**src/rtl/core/iq_dc_offset_canceller_top_defines.svh**
```systemverilog
`ifndef IQ_DC_OFFSET_CANCELLER_TOP_DEFINES_SVH
`define IQ_DC_OFFSET_CANCELLER_TOP_DEFINES_SVH

// Concurrent checks on the clk domain, disabled while arst_n is low.
`define IQDC_ASSERT(lbl, prop) \
	lbl: assert property (@(posedge clk) disable iff (!arst_n) prop) \
		else $error("iq_dc_offset_canceller check failed");

// The condition must never hold at a clock edge.
`define IQDC_NEVER(lbl, cond) `IQDC_ASSERT(lbl, !(cond))

`endif

```
**src/rtl/core/iqdc_pkg.sv**
```systemverilog
`timescale 1ns / 1ps

package iqdc_pkg;

	localparam int SAMPLE_BITS = 32;
	localparam int IO_W = 32;
	localparam int SETTLE_W = 26;
	localparam int WCNT_W = 27;
	localparam int REM_W = WCNT_W + 1;
	localparam int SUM_W = 60;
	localparam int DIFF_W = IO_W + 1;
	localparam int DIV_STEPS = SUM_W;
	localparam int DIV_CNT_W = $clog2(DIV_STEPS);
	localparam logic [SETTLE_W-1:0] SETTLE_RESET = SETTLE_W'(48000);

	localparam logic signed [DIFF_W-1:0] SAT_HI =
		(DIFF_W'(1) <<< (SAMPLE_BITS - 1)) - DIFF_W'(1);
	localparam logic signed [DIFF_W-1:0] SAT_LO = -SAT_HI - DIFF_W'(1);

	typedef struct packed {
		logic key_down;
		logic signed [IO_W-1:0] sample_i;
		logic signed [IO_W-1:0] sample_q;
	} sample_t;

	typedef struct packed {
		logic signed [IO_W-1:0] out_i;
		logic signed [IO_W-1:0] out_q;
	} result_t;

	typedef struct packed {
		logic take;
		logic div_start;
		logic out_load;
	} cmd_t;

	typedef struct packed {
		logic close;
		logic div_done;
		logic out_free;
	} sts_t;

	function automatic logic signed [IO_W-1:0] sat(input logic signed [DIFF_W-1:0] d);
		logic signed [IO_W-1:0] r;
		if (d > SAT_HI) begin
			r = SAT_HI[IO_W-1:0];
		end else if (d < SAT_LO) begin
			r = SAT_LO[IO_W-1:0];
		end else begin
			r = d[IO_W-1:0];
		end
		return r;
	endfunction

endpackage

```
**src/rtl/core/iqdc_div.sv**
```systemverilog
`timescale 1ns / 1ps

// Two signed-by-unsigned restoring dividers sharing one step counter.
module iqdc_div (
	input  logic clk,
	input  logic arst_n,
	input  logic start,
	input  logic signed [iqdc_pkg::SUM_W-1:0] num_i,
	input  logic signed [iqdc_pkg::SUM_W-1:0] num_q,
	input  logic [iqdc_pkg::WCNT_W-1:0] den,
	output logic done,
	output logic signed [iqdc_pkg::IO_W-1:0] quo_i,
	output logic signed [iqdc_pkg::IO_W-1:0] quo_q
);

	logic [iqdc_pkg::SUM_W-1:0] mag_q [2];
	logic [iqdc_pkg::REM_W-1:0] rem_q [2];
	logic neg_q [2];
	logic [iqdc_pkg::WCNT_W-1:0] den_q;
	logic [iqdc_pkg::DIV_CNT_W-1:0] cnt_q;
	logic busy_q;
	logic done_q;

	logic [iqdc_pkg::SUM_W-1:0] mag_n [2];
	logic [iqdc_pkg::REM_W-1:0] rem_n [2];
	logic [iqdc_pkg::SUM_W-1:0] abs_num [2];
	logic neg_num [2];
	logic signed [iqdc_pkg::IO_W-1:0] quo [2];

	always_comb begin
		neg_num[0] = num_i[iqdc_pkg::SUM_W-1];
		neg_num[1] = num_q[iqdc_pkg::SUM_W-1];
		abs_num[0] = neg_num[0] ? -num_i : num_i;
		abs_num[1] = neg_num[1] ? -num_q : num_q;
		for (int k = 0; k < 2; k++) begin
			logic [iqdc_pkg::REM_W-1:0] sh;
			logic ge;
			sh = {rem_q[k][iqdc_pkg::REM_W-2:0], mag_q[k][iqdc_pkg::SUM_W-1]};
			ge = sh >= {1'b0, den_q};
			rem_n[k] = ge ? sh - {1'b0, den_q} : sh;
			mag_n[k] = {mag_q[k][iqdc_pkg::SUM_W-2:0], ge};
			quo[k] = neg_q[k] ? -mag_q[k][iqdc_pkg::IO_W-1:0] : mag_q[k][iqdc_pkg::IO_W-1:0];
		end
	end

	always_ff @(posedge clk or negedge arst_n) begin
		if (!arst_n) begin
			busy_q <= 1'b0;
			done_q <= 1'b0;
			cnt_q <= '0;
		end else begin
			done_q <= 1'b0;
			if (start) begin
				busy_q <= 1'b1;
				cnt_q <= '0;
			end else if (busy_q) begin
				if (cnt_q == iqdc_pkg::DIV_CNT_W'(iqdc_pkg::DIV_STEPS - 1)) begin
					busy_q <= 1'b0;
					done_q <= 1'b1;
				end else begin
					cnt_q <= cnt_q + 1'b1;
				end
			end
		end
	end

	always_ff @(posedge clk) begin
		if (start) begin
			den_q <= den;
			for (int k = 0; k < 2; k++) begin
				mag_q[k] <= abs_num[k];
				rem_q[k] <= '0;
				neg_q[k] <= neg_num[k];
			end
		end else if (busy_q) begin
			for (int k = 0; k < 2; k++) begin
				mag_q[k] <= mag_n[k];
				rem_q[k] <= rem_n[k];
			end
		end
	end

	assign done = done_q;
	assign quo_i = quo[0];
	assign quo_q = quo[1];

endmodule

```
**src/rtl/core/iqdc_datapath.sv**
```systemverilog
`timescale 1ns / 1ps

module iqdc_datapath (
	input  logic clk,
	input  logic arst_n,
	input  iqdc_pkg::sample_t sample,
	input  logic settle_we,
	input  logic [iqdc_pkg::SETTLE_W-1:0] settle_wdata,
	input  iqdc_pkg::cmd_t cmd,
	output iqdc_pkg::sts_t sts,
	output logic result_valid,
	input  logic result_ready,
	output iqdc_pkg::result_t result
);

	logic [iqdc_pkg::SETTLE_W-1:0] settle_q;
	logic [iqdc_pkg::SETTLE_W-1:0] settle_cnt_q;
	logic [iqdc_pkg::WCNT_W-1:0] wcnt_q;
	logic signed [iqdc_pkg::SUM_W-1:0] sum_i_q;
	logic signed [iqdc_pkg::SUM_W-1:0] sum_q_q;
	logic signed [iqdc_pkg::IO_W-1:0] avg_i_q;
	logic signed [iqdc_pkg::IO_W-1:0] avg_q_q;
	logic signed [iqdc_pkg::IO_W-1:0] samp_i_s1;
	logic signed [iqdc_pkg::IO_W-1:0] samp_q_s1;
	iqdc_pkg::result_t result_q;
	logic out_valid_q;

	logic [iqdc_pkg::WCNT_W-1:0] wcnt_inc;
	logic signed [iqdc_pkg::SUM_W-1:0] sum_i_add;
	logic signed [iqdc_pkg::SUM_W-1:0] sum_q_add;
	logic settling;
	logic close;
	logic div_done;
	logic signed [iqdc_pkg::IO_W-1:0] quo_i;
	logic signed [iqdc_pkg::IO_W-1:0] quo_q;
	logic signed [iqdc_pkg::DIFF_W-1:0] diff_i;
	logic signed [iqdc_pkg::DIFF_W-1:0] diff_q;

	assign wcnt_inc = wcnt_q + 1'b1;
	assign sum_i_add = sum_i_q
		+ {{(iqdc_pkg::SUM_W - iqdc_pkg::IO_W){sample.sample_i[iqdc_pkg::IO_W-1]}},
			sample.sample_i};
	assign sum_q_add = sum_q_q
		+ {{(iqdc_pkg::SUM_W - iqdc_pkg::IO_W){sample.sample_q[iqdc_pkg::IO_W-1]}},
			sample.sample_q};
	assign settling = settle_cnt_q < settle_q;
	assign close = !sample.key_down && !settling
		&& ({1'b0, wcnt_inc} > {1'b0, settle_q, 1'b0});

	assign diff_i = {samp_i_s1[iqdc_pkg::IO_W-1], samp_i_s1}
		- {avg_i_q[iqdc_pkg::IO_W-1], avg_i_q};
	assign diff_q = {samp_q_s1[iqdc_pkg::IO_W-1], samp_q_s1}
		- {avg_q_q[iqdc_pkg::IO_W-1], avg_q_q};

	iqdc_div u_div (
		.clk    (clk),
		.arst_n (arst_n),
		.start  (cmd.div_start),
		.num_i  (sum_i_add),
		.num_q  (sum_q_add),
		.den    (wcnt_inc),
		.done   (div_done),
		.quo_i  (quo_i),
		.quo_q  (quo_q)
	);

	always_ff @(posedge clk or negedge arst_n) begin
		if (!arst_n) begin
			settle_q <= iqdc_pkg::SETTLE_RESET;
			settle_cnt_q <= '0;
			wcnt_q <= '0;
			sum_i_q <= '0;
			sum_q_q <= '0;
			avg_i_q <= '0;
			avg_q_q <= '0;
			out_valid_q <= 1'b0;
		end else begin
			if (settle_we) begin
				settle_q <= settle_wdata;
			end
			if (cmd.take) begin
				if (sample.key_down) begin
					settle_cnt_q <= '0;
					wcnt_q <= '0;
					sum_i_q <= '0;
					sum_q_q <= '0;
				end else if (settling) begin
					settle_cnt_q <= settle_cnt_q + 1'b1;
				end else if (close) begin
					wcnt_q <= '0;
					sum_i_q <= '0;
					sum_q_q <= '0;
				end else begin
					wcnt_q <= wcnt_inc;
					sum_i_q <= sum_i_add;
					sum_q_q <= sum_q_add;
				end
			end
			if (div_done) begin
				avg_i_q <= quo_i;
				avg_q_q <= quo_q;
			end
			if (cmd.out_load) begin
				out_valid_q <= 1'b1;
			end else if (result_ready) begin
				out_valid_q <= 1'b0;
			end
		end
	end

	always_ff @(posedge clk) begin
		if (cmd.take) begin
			samp_i_s1 <= sample.sample_i;
			samp_q_s1 <= sample.sample_q;
		end
		if (cmd.out_load) begin
			result_q.out_i <= iqdc_pkg::sat(diff_i);
			result_q.out_q <= iqdc_pkg::sat(diff_q);
		end
	end

	assign sts.close = close;
	assign sts.div_done = div_done;
	assign sts.out_free = !out_valid_q || result_ready;
	assign result_valid = out_valid_q;
	assign result = result_q;

endmodule

```
**src/rtl/core/iqdc_ctrl.sv**
```systemverilog
`timescale 1ns / 1ps

module iqdc_ctrl (
	input  logic clk,
	input  logic arst_n,
	input  logic sample_valid,
	output logic sample_ready,
	input  iqdc_pkg::sts_t sts,
	output iqdc_pkg::cmd_t cmd
);

	localparam logic [1:0] ST_IDLE = 2'd0;
	localparam logic [1:0] ST_DIV  = 2'd1;
	localparam logic [1:0] ST_EMIT = 2'd2;

	logic [1:0] state_q;
	logic [1:0] state_n;

	always_comb begin
		state_n = state_q;
		cmd = '0;
		sample_ready = 1'b0;
		unique case (state_q)
			ST_IDLE: begin
				sample_ready = 1'b1;
				if (sample_valid) begin
					cmd.take = 1'b1;
					cmd.div_start = sts.close;
					state_n = sts.close ? ST_DIV : ST_EMIT;
				end
			end
			ST_DIV: begin
				if (sts.div_done) begin
					state_n = ST_EMIT;
				end
			end
			ST_EMIT: begin
				if (sts.out_free) begin
					cmd.out_load = 1'b1;
					state_n = ST_IDLE;
				end
			end
			default: begin
				state_n = ST_IDLE;
			end
		endcase
	end

	always_ff @(posedge clk or negedge arst_n) begin
		if (!arst_n) begin
			state_q <= ST_IDLE;
		end else begin
			state_q <= state_n;
		end
	end

endmodule

```
**src/rtl/core/iq_dc_offset_canceller_top.sv**
```systemverilog
`timescale 1ns / 1ps
// DC offset canceller for a complex I/Q receive stream.
// Input channel sample_valid/sample_ready/sample carries one I/Q sample and the
// transmit-key flag; output channel result_valid/result_ready/result carries
// the sample minus the running DC average, saturated to the sample range.
// settle_we/settle_wdata write the settle length; the user writes it only while
// the block is idle; the block itself does not enforce this. An ordinary sample
// goes from the idle state to the emit state, which loads the output register
// once it is free; no new sample is taken until the block is back in idle.
// A sample that closes an averaging window runs both quotients through a
// 60-step shift-subtract divider, one quotient bit per cycle; the controller
// waits in its divide state until the divider is done, then loads the output
// register from its emit state, and only then takes the next sample.
// Reset clears the counters, sums and averages and loads a settle length of
// 48000. A stalled receiver holds the result in the output register; one
// more sample is processed and then waits until the output register frees.
`include "iq_dc_offset_canceller_top_defines.svh"

module iq_dc_offset_canceller_top (
	input  logic clk,
	input  logic arst_n,
	input  logic settle_we,
	input  logic [iqdc_pkg::SETTLE_W-1:0] settle_wdata,
	input  logic sample_valid,
	output logic sample_ready,
	input  iqdc_pkg::sample_t sample,
	output logic result_valid,
	input  logic result_ready,
	output iqdc_pkg::result_t result
);

	iqdc_pkg::cmd_t cmd;
	iqdc_pkg::sts_t sts;

	iqdc_ctrl u_ctrl (
		.clk          (clk),
		.arst_n       (arst_n),
		.sample_valid (sample_valid),
		.sample_ready (sample_ready),
		.sts          (sts),
		.cmd          (cmd)
	);

	iqdc_datapath u_datapath (
		.clk          (clk),
		.arst_n       (arst_n),
		.sample       (sample),
		.settle_we    (settle_we),
		.settle_wdata (settle_wdata),
		.cmd          (cmd),
		.sts          (sts),
		.result_valid (result_valid),
		.result_ready (result_ready),
		.result       (result)
	);

	`IQDC_NEVER(a_take_and_load, cmd.take && cmd.out_load)
	`IQDC_ASSERT(a_busy_after_take, cmd.take |=> !sample_ready)
	`IQDC_NEVER(a_done_while_idle, sts.div_done && sample_ready)

endmodule
```
**config.mk**
```make
export PLATFORM = sky130hd
export DESIGN_NAME = iq_dc_offset_canceller_top
export DESIGN_NICKNAME = d
export VERILOG_FILES = /design/src/rtl/core/iqdc_pkg.sv /design/src/rtl/core/iqdc_div.sv /design/src/rtl/core/iqdc_datapath.sv /design/src/rtl/core/iqdc_ctrl.sv /design/src/rtl/core/iq_dc_offset_canceller_top.sv
export VERILOG_INCLUDE_DIRS = /design/src /design/src/rtl/core
export SDC_FILE = /design/constraint.sdc
export NUM_CORES = 2
export LEC_CHECK = 0
export ABC_AREA = 1
export BUFFER_PORTS_ARGS = -buffer_cell sky130_fd_sc_hd__buf_2
export CORE_UTILIZATION = 40
export DETAILED_ROUTE_END_ITERATION = 16
export GPL_TIMING_DRIVEN = 1
export PLACE_DENSITY = 0.64
export SLEW_MARGIN = 10
export SYNTH_ARGS = -nofsm -noshare
export SYNTH_HDL_FRONTEND = slang
export SYNTH_HIERARCHICAL = 1
export SYNTH_SLANG_ARGS = --single-unit
```
**constraint.sdc**
```tcl
create_clock -name clk -period 9.2 [get_ports clk]
set_clock_uncertainty 0.2 [all_clocks]
set_input_delay 0.92 -clock clk [delete_from_list [all_inputs] [get_ports clk]]
set_output_delay 0.92 -clock clk [all_outputs]
set_load 0.1 [all_outputs]
```
==> results.txt <==
After detailed routing, the number of remaining DRC violations is 0. The routed length per instance is 17.5 µm. The via count of the first global-routing pass came out at 46300. Traced cell by cell, the critical path runs through ha_1 -> nand3_1 -> nor2_1 -> nand4_1 -> nor2_1 -> xor2_1 -> ha_1 -> nand2_1 -> nor2_1 -> nand3_1 -> nand3_1 -> nand2_1 -> nand3_1 -> nand2_1 -> nor2_1 -> nand2_2 -> inv_2 -> inv_1 -> nand2_4 -> buf_12. The worst setup path is of the reg2reg kind. On the critical path, the stage with the largest delay is an instance of nand2_4.

In the post-route analysis, the smallest setup slack over all paths is 3.40 ns. The ratio of final minimum period to clock period came out at 63.0%. The maximum achievable frequency is 173 MHz.

The number of warning messages in the yosys log came out at 6. The cell count after synthesis is 7778. In the routed layout, each cell is associated on average with a via count of 5.10. The die extent in y came out at 357 µm.

Among all flip-flop cells after synthesis, the most frequent one is edfxtp_1. STA puts the critical path data required time at 9.31 ns. The die is 357 µm wide. The final number of hold-violating endpoints came out at 0. Summed over all layers, the routed wires come to 168000 µm. The fraction of layout cells with a size suffix above 1 is 5.26%.

The number of buffers added for setup after CTS came out at 0. The HPWL after detailed placement is 134000 µm. The site row count is 129. The core box area came out at 0.124 mm².

The portion of synthesized cell area occupied by the leading cell type is 22.8%. The worst hold slack came out at 0.111 ns. The summed area of non-filler cells in the final layout came out at 0.0554 mm². The antenna violation net count after detailed routing is 0. The maximum clock insertion buffer count came out at 3. In this run the power density over the cells is 230 mW/mm². The arrival time reported for the critical path endpoint is 5.91 ns. The class of the tightest hold or removal check is in2async. The post-synthesis cell type count came out at 52.

The stage delay of the slowest cell on the critical path came out at 0.74 ns. The effective utilization at floorplan is 40.5%. The share of synthesized registers carrying an async set or reset is 45.3%. The count of pins over their slew limit is 0. Ranked by total cell area, the synthesized netlist is headed by nand2_1, edfxtp_1, dfrtp_1. Relative to the synthesized area, the layout overhead comes to 10.2%. At the later pin of the worst-skew pair, clock insertion delay measures 0.69 ns. The maximum ir drop on the vdd rail is 0.250 mV. In this run, synthesis inferred 331 flip-flops with an integrated enable. The total number of vias is 49000. The first-pass GRT wire length is 261000 µm. The leading area contributor after synthesis is nand2_1. The I/O pin count is 162.

After synthesis, flip-flops and latches occupy 33.4% of the total area. The clock period could shrink to 5.80 ns. The maximum net fanout on the critical path is 110.

The post-synthesis instance area came out at 0.0503 mm². The initial antenna violation count is 1. The count of input and output buffers is 161. The final setup violation count is 0.

The count of hold buffers inserted by post-cts repair came out at 0. The die outline area came out at 0.127 mm². The number of nets in the layout came out at 8300. The H-tree was split into 3 levels. TritonCTS created 78 clock buffers. The worst setup path is launched from a flip-flop. Setup total negative slack on the finished layout was measured at 0 ns. The total overflow left after global routing is 0.

STA classifies the critical path endpoint as a flip-flop. A synthesized cell averages 6.47 µm². The cell chosen for the clock root is clkbuf_16. The number of nets produced by synthesis came out at 8174. The total leakage power came out at 29.2 nW. The headroom to the max-slew limit came out at 20.6%. The placed instances occupy a cell area of 0.0527 mm². TritonCTS built the clock tree. The run finished with clean final reports. After the first detailed-routing iteration, the DRC count stood at 4313.

The flip-flop and latch count after synthesis came out at 605. The overall global routing resource usage came out at 26.1%. The pin count of the biggest net entering global routing is 222. For this run, the detailed router's first-pass iteration total came to 10. The share of the core filled with cells came out at 44.6%. The actual transition at the worst max-transition pin came out at 1.19 ns.

At the placement stage, the worst setup path has a slack of 3.33 ns. For this design, the sink count on the clock tree is 605. Setup repair after global routing left no endpoint under its margin.

The max-cap check violation count came out at 0. In this run, post-CTS repair resized a total of 0 instances. Routability-driven placement finished with a final weighted congestion of 1.02. The clock transition at the registers of the reported paths is 0.06 ns.
## sequential cells by signal (all words and copies together) (netlist names), 27 cells and up
signal	cells
u_datapath/avg_i_q	32
u_datapath/samp_i_s1	32
u_datapath/avg_q_q	32
u_datapath/sum_q_q	60
u_datapath/u_div/den_q	27
u_datapath/samp_q_s1	32
u_datapath/u_div/mag_q	120
u_datapath/wcnt_q	27
u_datapath/result	64
u_datapath/u_div/rem_q	54
u_datapath/sum_i_q	60
## path summary, 6_finish.rpt
check                                              startpoint                                endpoint  slack [ns]  cells after the start
max                          u_datapath/wcnt_q[0]$_DFFE_PN0P_  u_datapath/u_div/mag_q[0][1]$_DFFE_PP_        3.40                     20
min in group clk                                    sample[0]       u_datapath/samp_q_s1[0]$_DFFE_PP_        0.24                      1
max in group asynchronous                              arst_n         u_datapath/u_div/done$_DFF_PN0_        6.63                      3
min                                                    arst_n      u_datapath/avg_i_q[30]$_DFFE_PN0P_        0.11                      1
max reg2reg                  u_datapath/wcnt_q[0]$_DFFE_PN0P_  u_datapath/u_div/mag_q[0][1]$_DFFE_PP_        3.40                     20
min reg2reg                u_datapath/sum_q_q[32]$_DFFE_PN0P_      u_datapath/sum_q_q[32]$_DFFE_PN0P_        0.28                      2
## metrics by stage
stage / total power, mW / std cells
final: 12.8 / 9607
after global routing: 13.5 / 9606
after CTS: 12.8 / 9606
after detailed placement: 9.41 / 9461
after global placement: 9.36 / 9461
after floorplan: 7.76 / 7778
## area by class of cell
class,instances,area [µm²]
fill,13200,68800
multi-input combinational,5791,28100
sequential,605,16800
inverter,1246,4680
clock buffer,98,2140
tap,1637,2050
timing repair buffer,182,1010
clock inverter,47,607
antenna,1,2.50
## power breakdown
| group | switching, mW | internal (mW) |
|---|---|---|
| clock | 1.34 | 1.96 |
| sequential | 0.217 | 3.42 |
| combinational | 4.37 | 1.45 |
| total | 5.93 | 6.82 |
## kinds of logic after synthesis
group	count (synthesis)	synth area share [%]
compound gates	698	7.30
xor+xnor	268	4.67
fa+ha+maj	300	7.55
buf+inv	1382	10.7
flops	605	33.4
mux	2	0.0448
simple gates	4523	36.3
## per-layer routing
layer	vias up	wire length [µm]	GRT usage, %
met4	0	4780	7.33
li1	24600	-	-
met5	-	0	0
met3	255	9840	3.09
met1	22700	76200	35.4
met2	1491	77600	43.7
## Yosys cell counts (all sizes together) (3+ instances only)
cell type  instances
nand2           3081
inv             1243
nor2             788
nand3            407
o21ai            387
edfxtp           331
ha               294
dfrtp            267
a21oi            250
xor2             208
nand4            103
buf               81
nor3              72
xnor2             60
clkbuf            55
o21bai            25
nand3b            20
nor4              18
or2               16
o21a              13
and2              11
a21o              10
dfstp              7
fa                 6
o211ai             6
and3               3
clkinv             3
## worst max-delay path: cells and delay by family, from the launching register on
kind	cells	cell delay [ns]
adders and majority gates	2	0.46
and+or+nand+nor	14	2.53
DFF	1	0.45
xor gates and xnor gates	1	0.26
buffers and inverters	3	1.42
## cells in the final DEF (no fill, tap or decap), types with 12 or more instances in the layout
cell type / n
nand3_1: 403
dfrtp_1: 266
nor2_2: 27
nor2_1: 754
clkbuf_16: 81
ha_1: 294
xnor2_1: 60
nand3b_1: 20
nand2_2: 17
buf_2: 160
o21ai_1: 28
nor3_1: 65
nand2_1: 3060
clkbuf_1: 12
inv_1: 1230
nand4_1: 103
edfxtp_1: 331
o21bai_1: 25
or2_2: 12
inv_2: 12
o21ai_0: 356
o21a_1: 13
nor4_1: 18
xor2_1: 208
a21oi_1: 245
buf_4: 18
(Power assumes the default switching activity.)
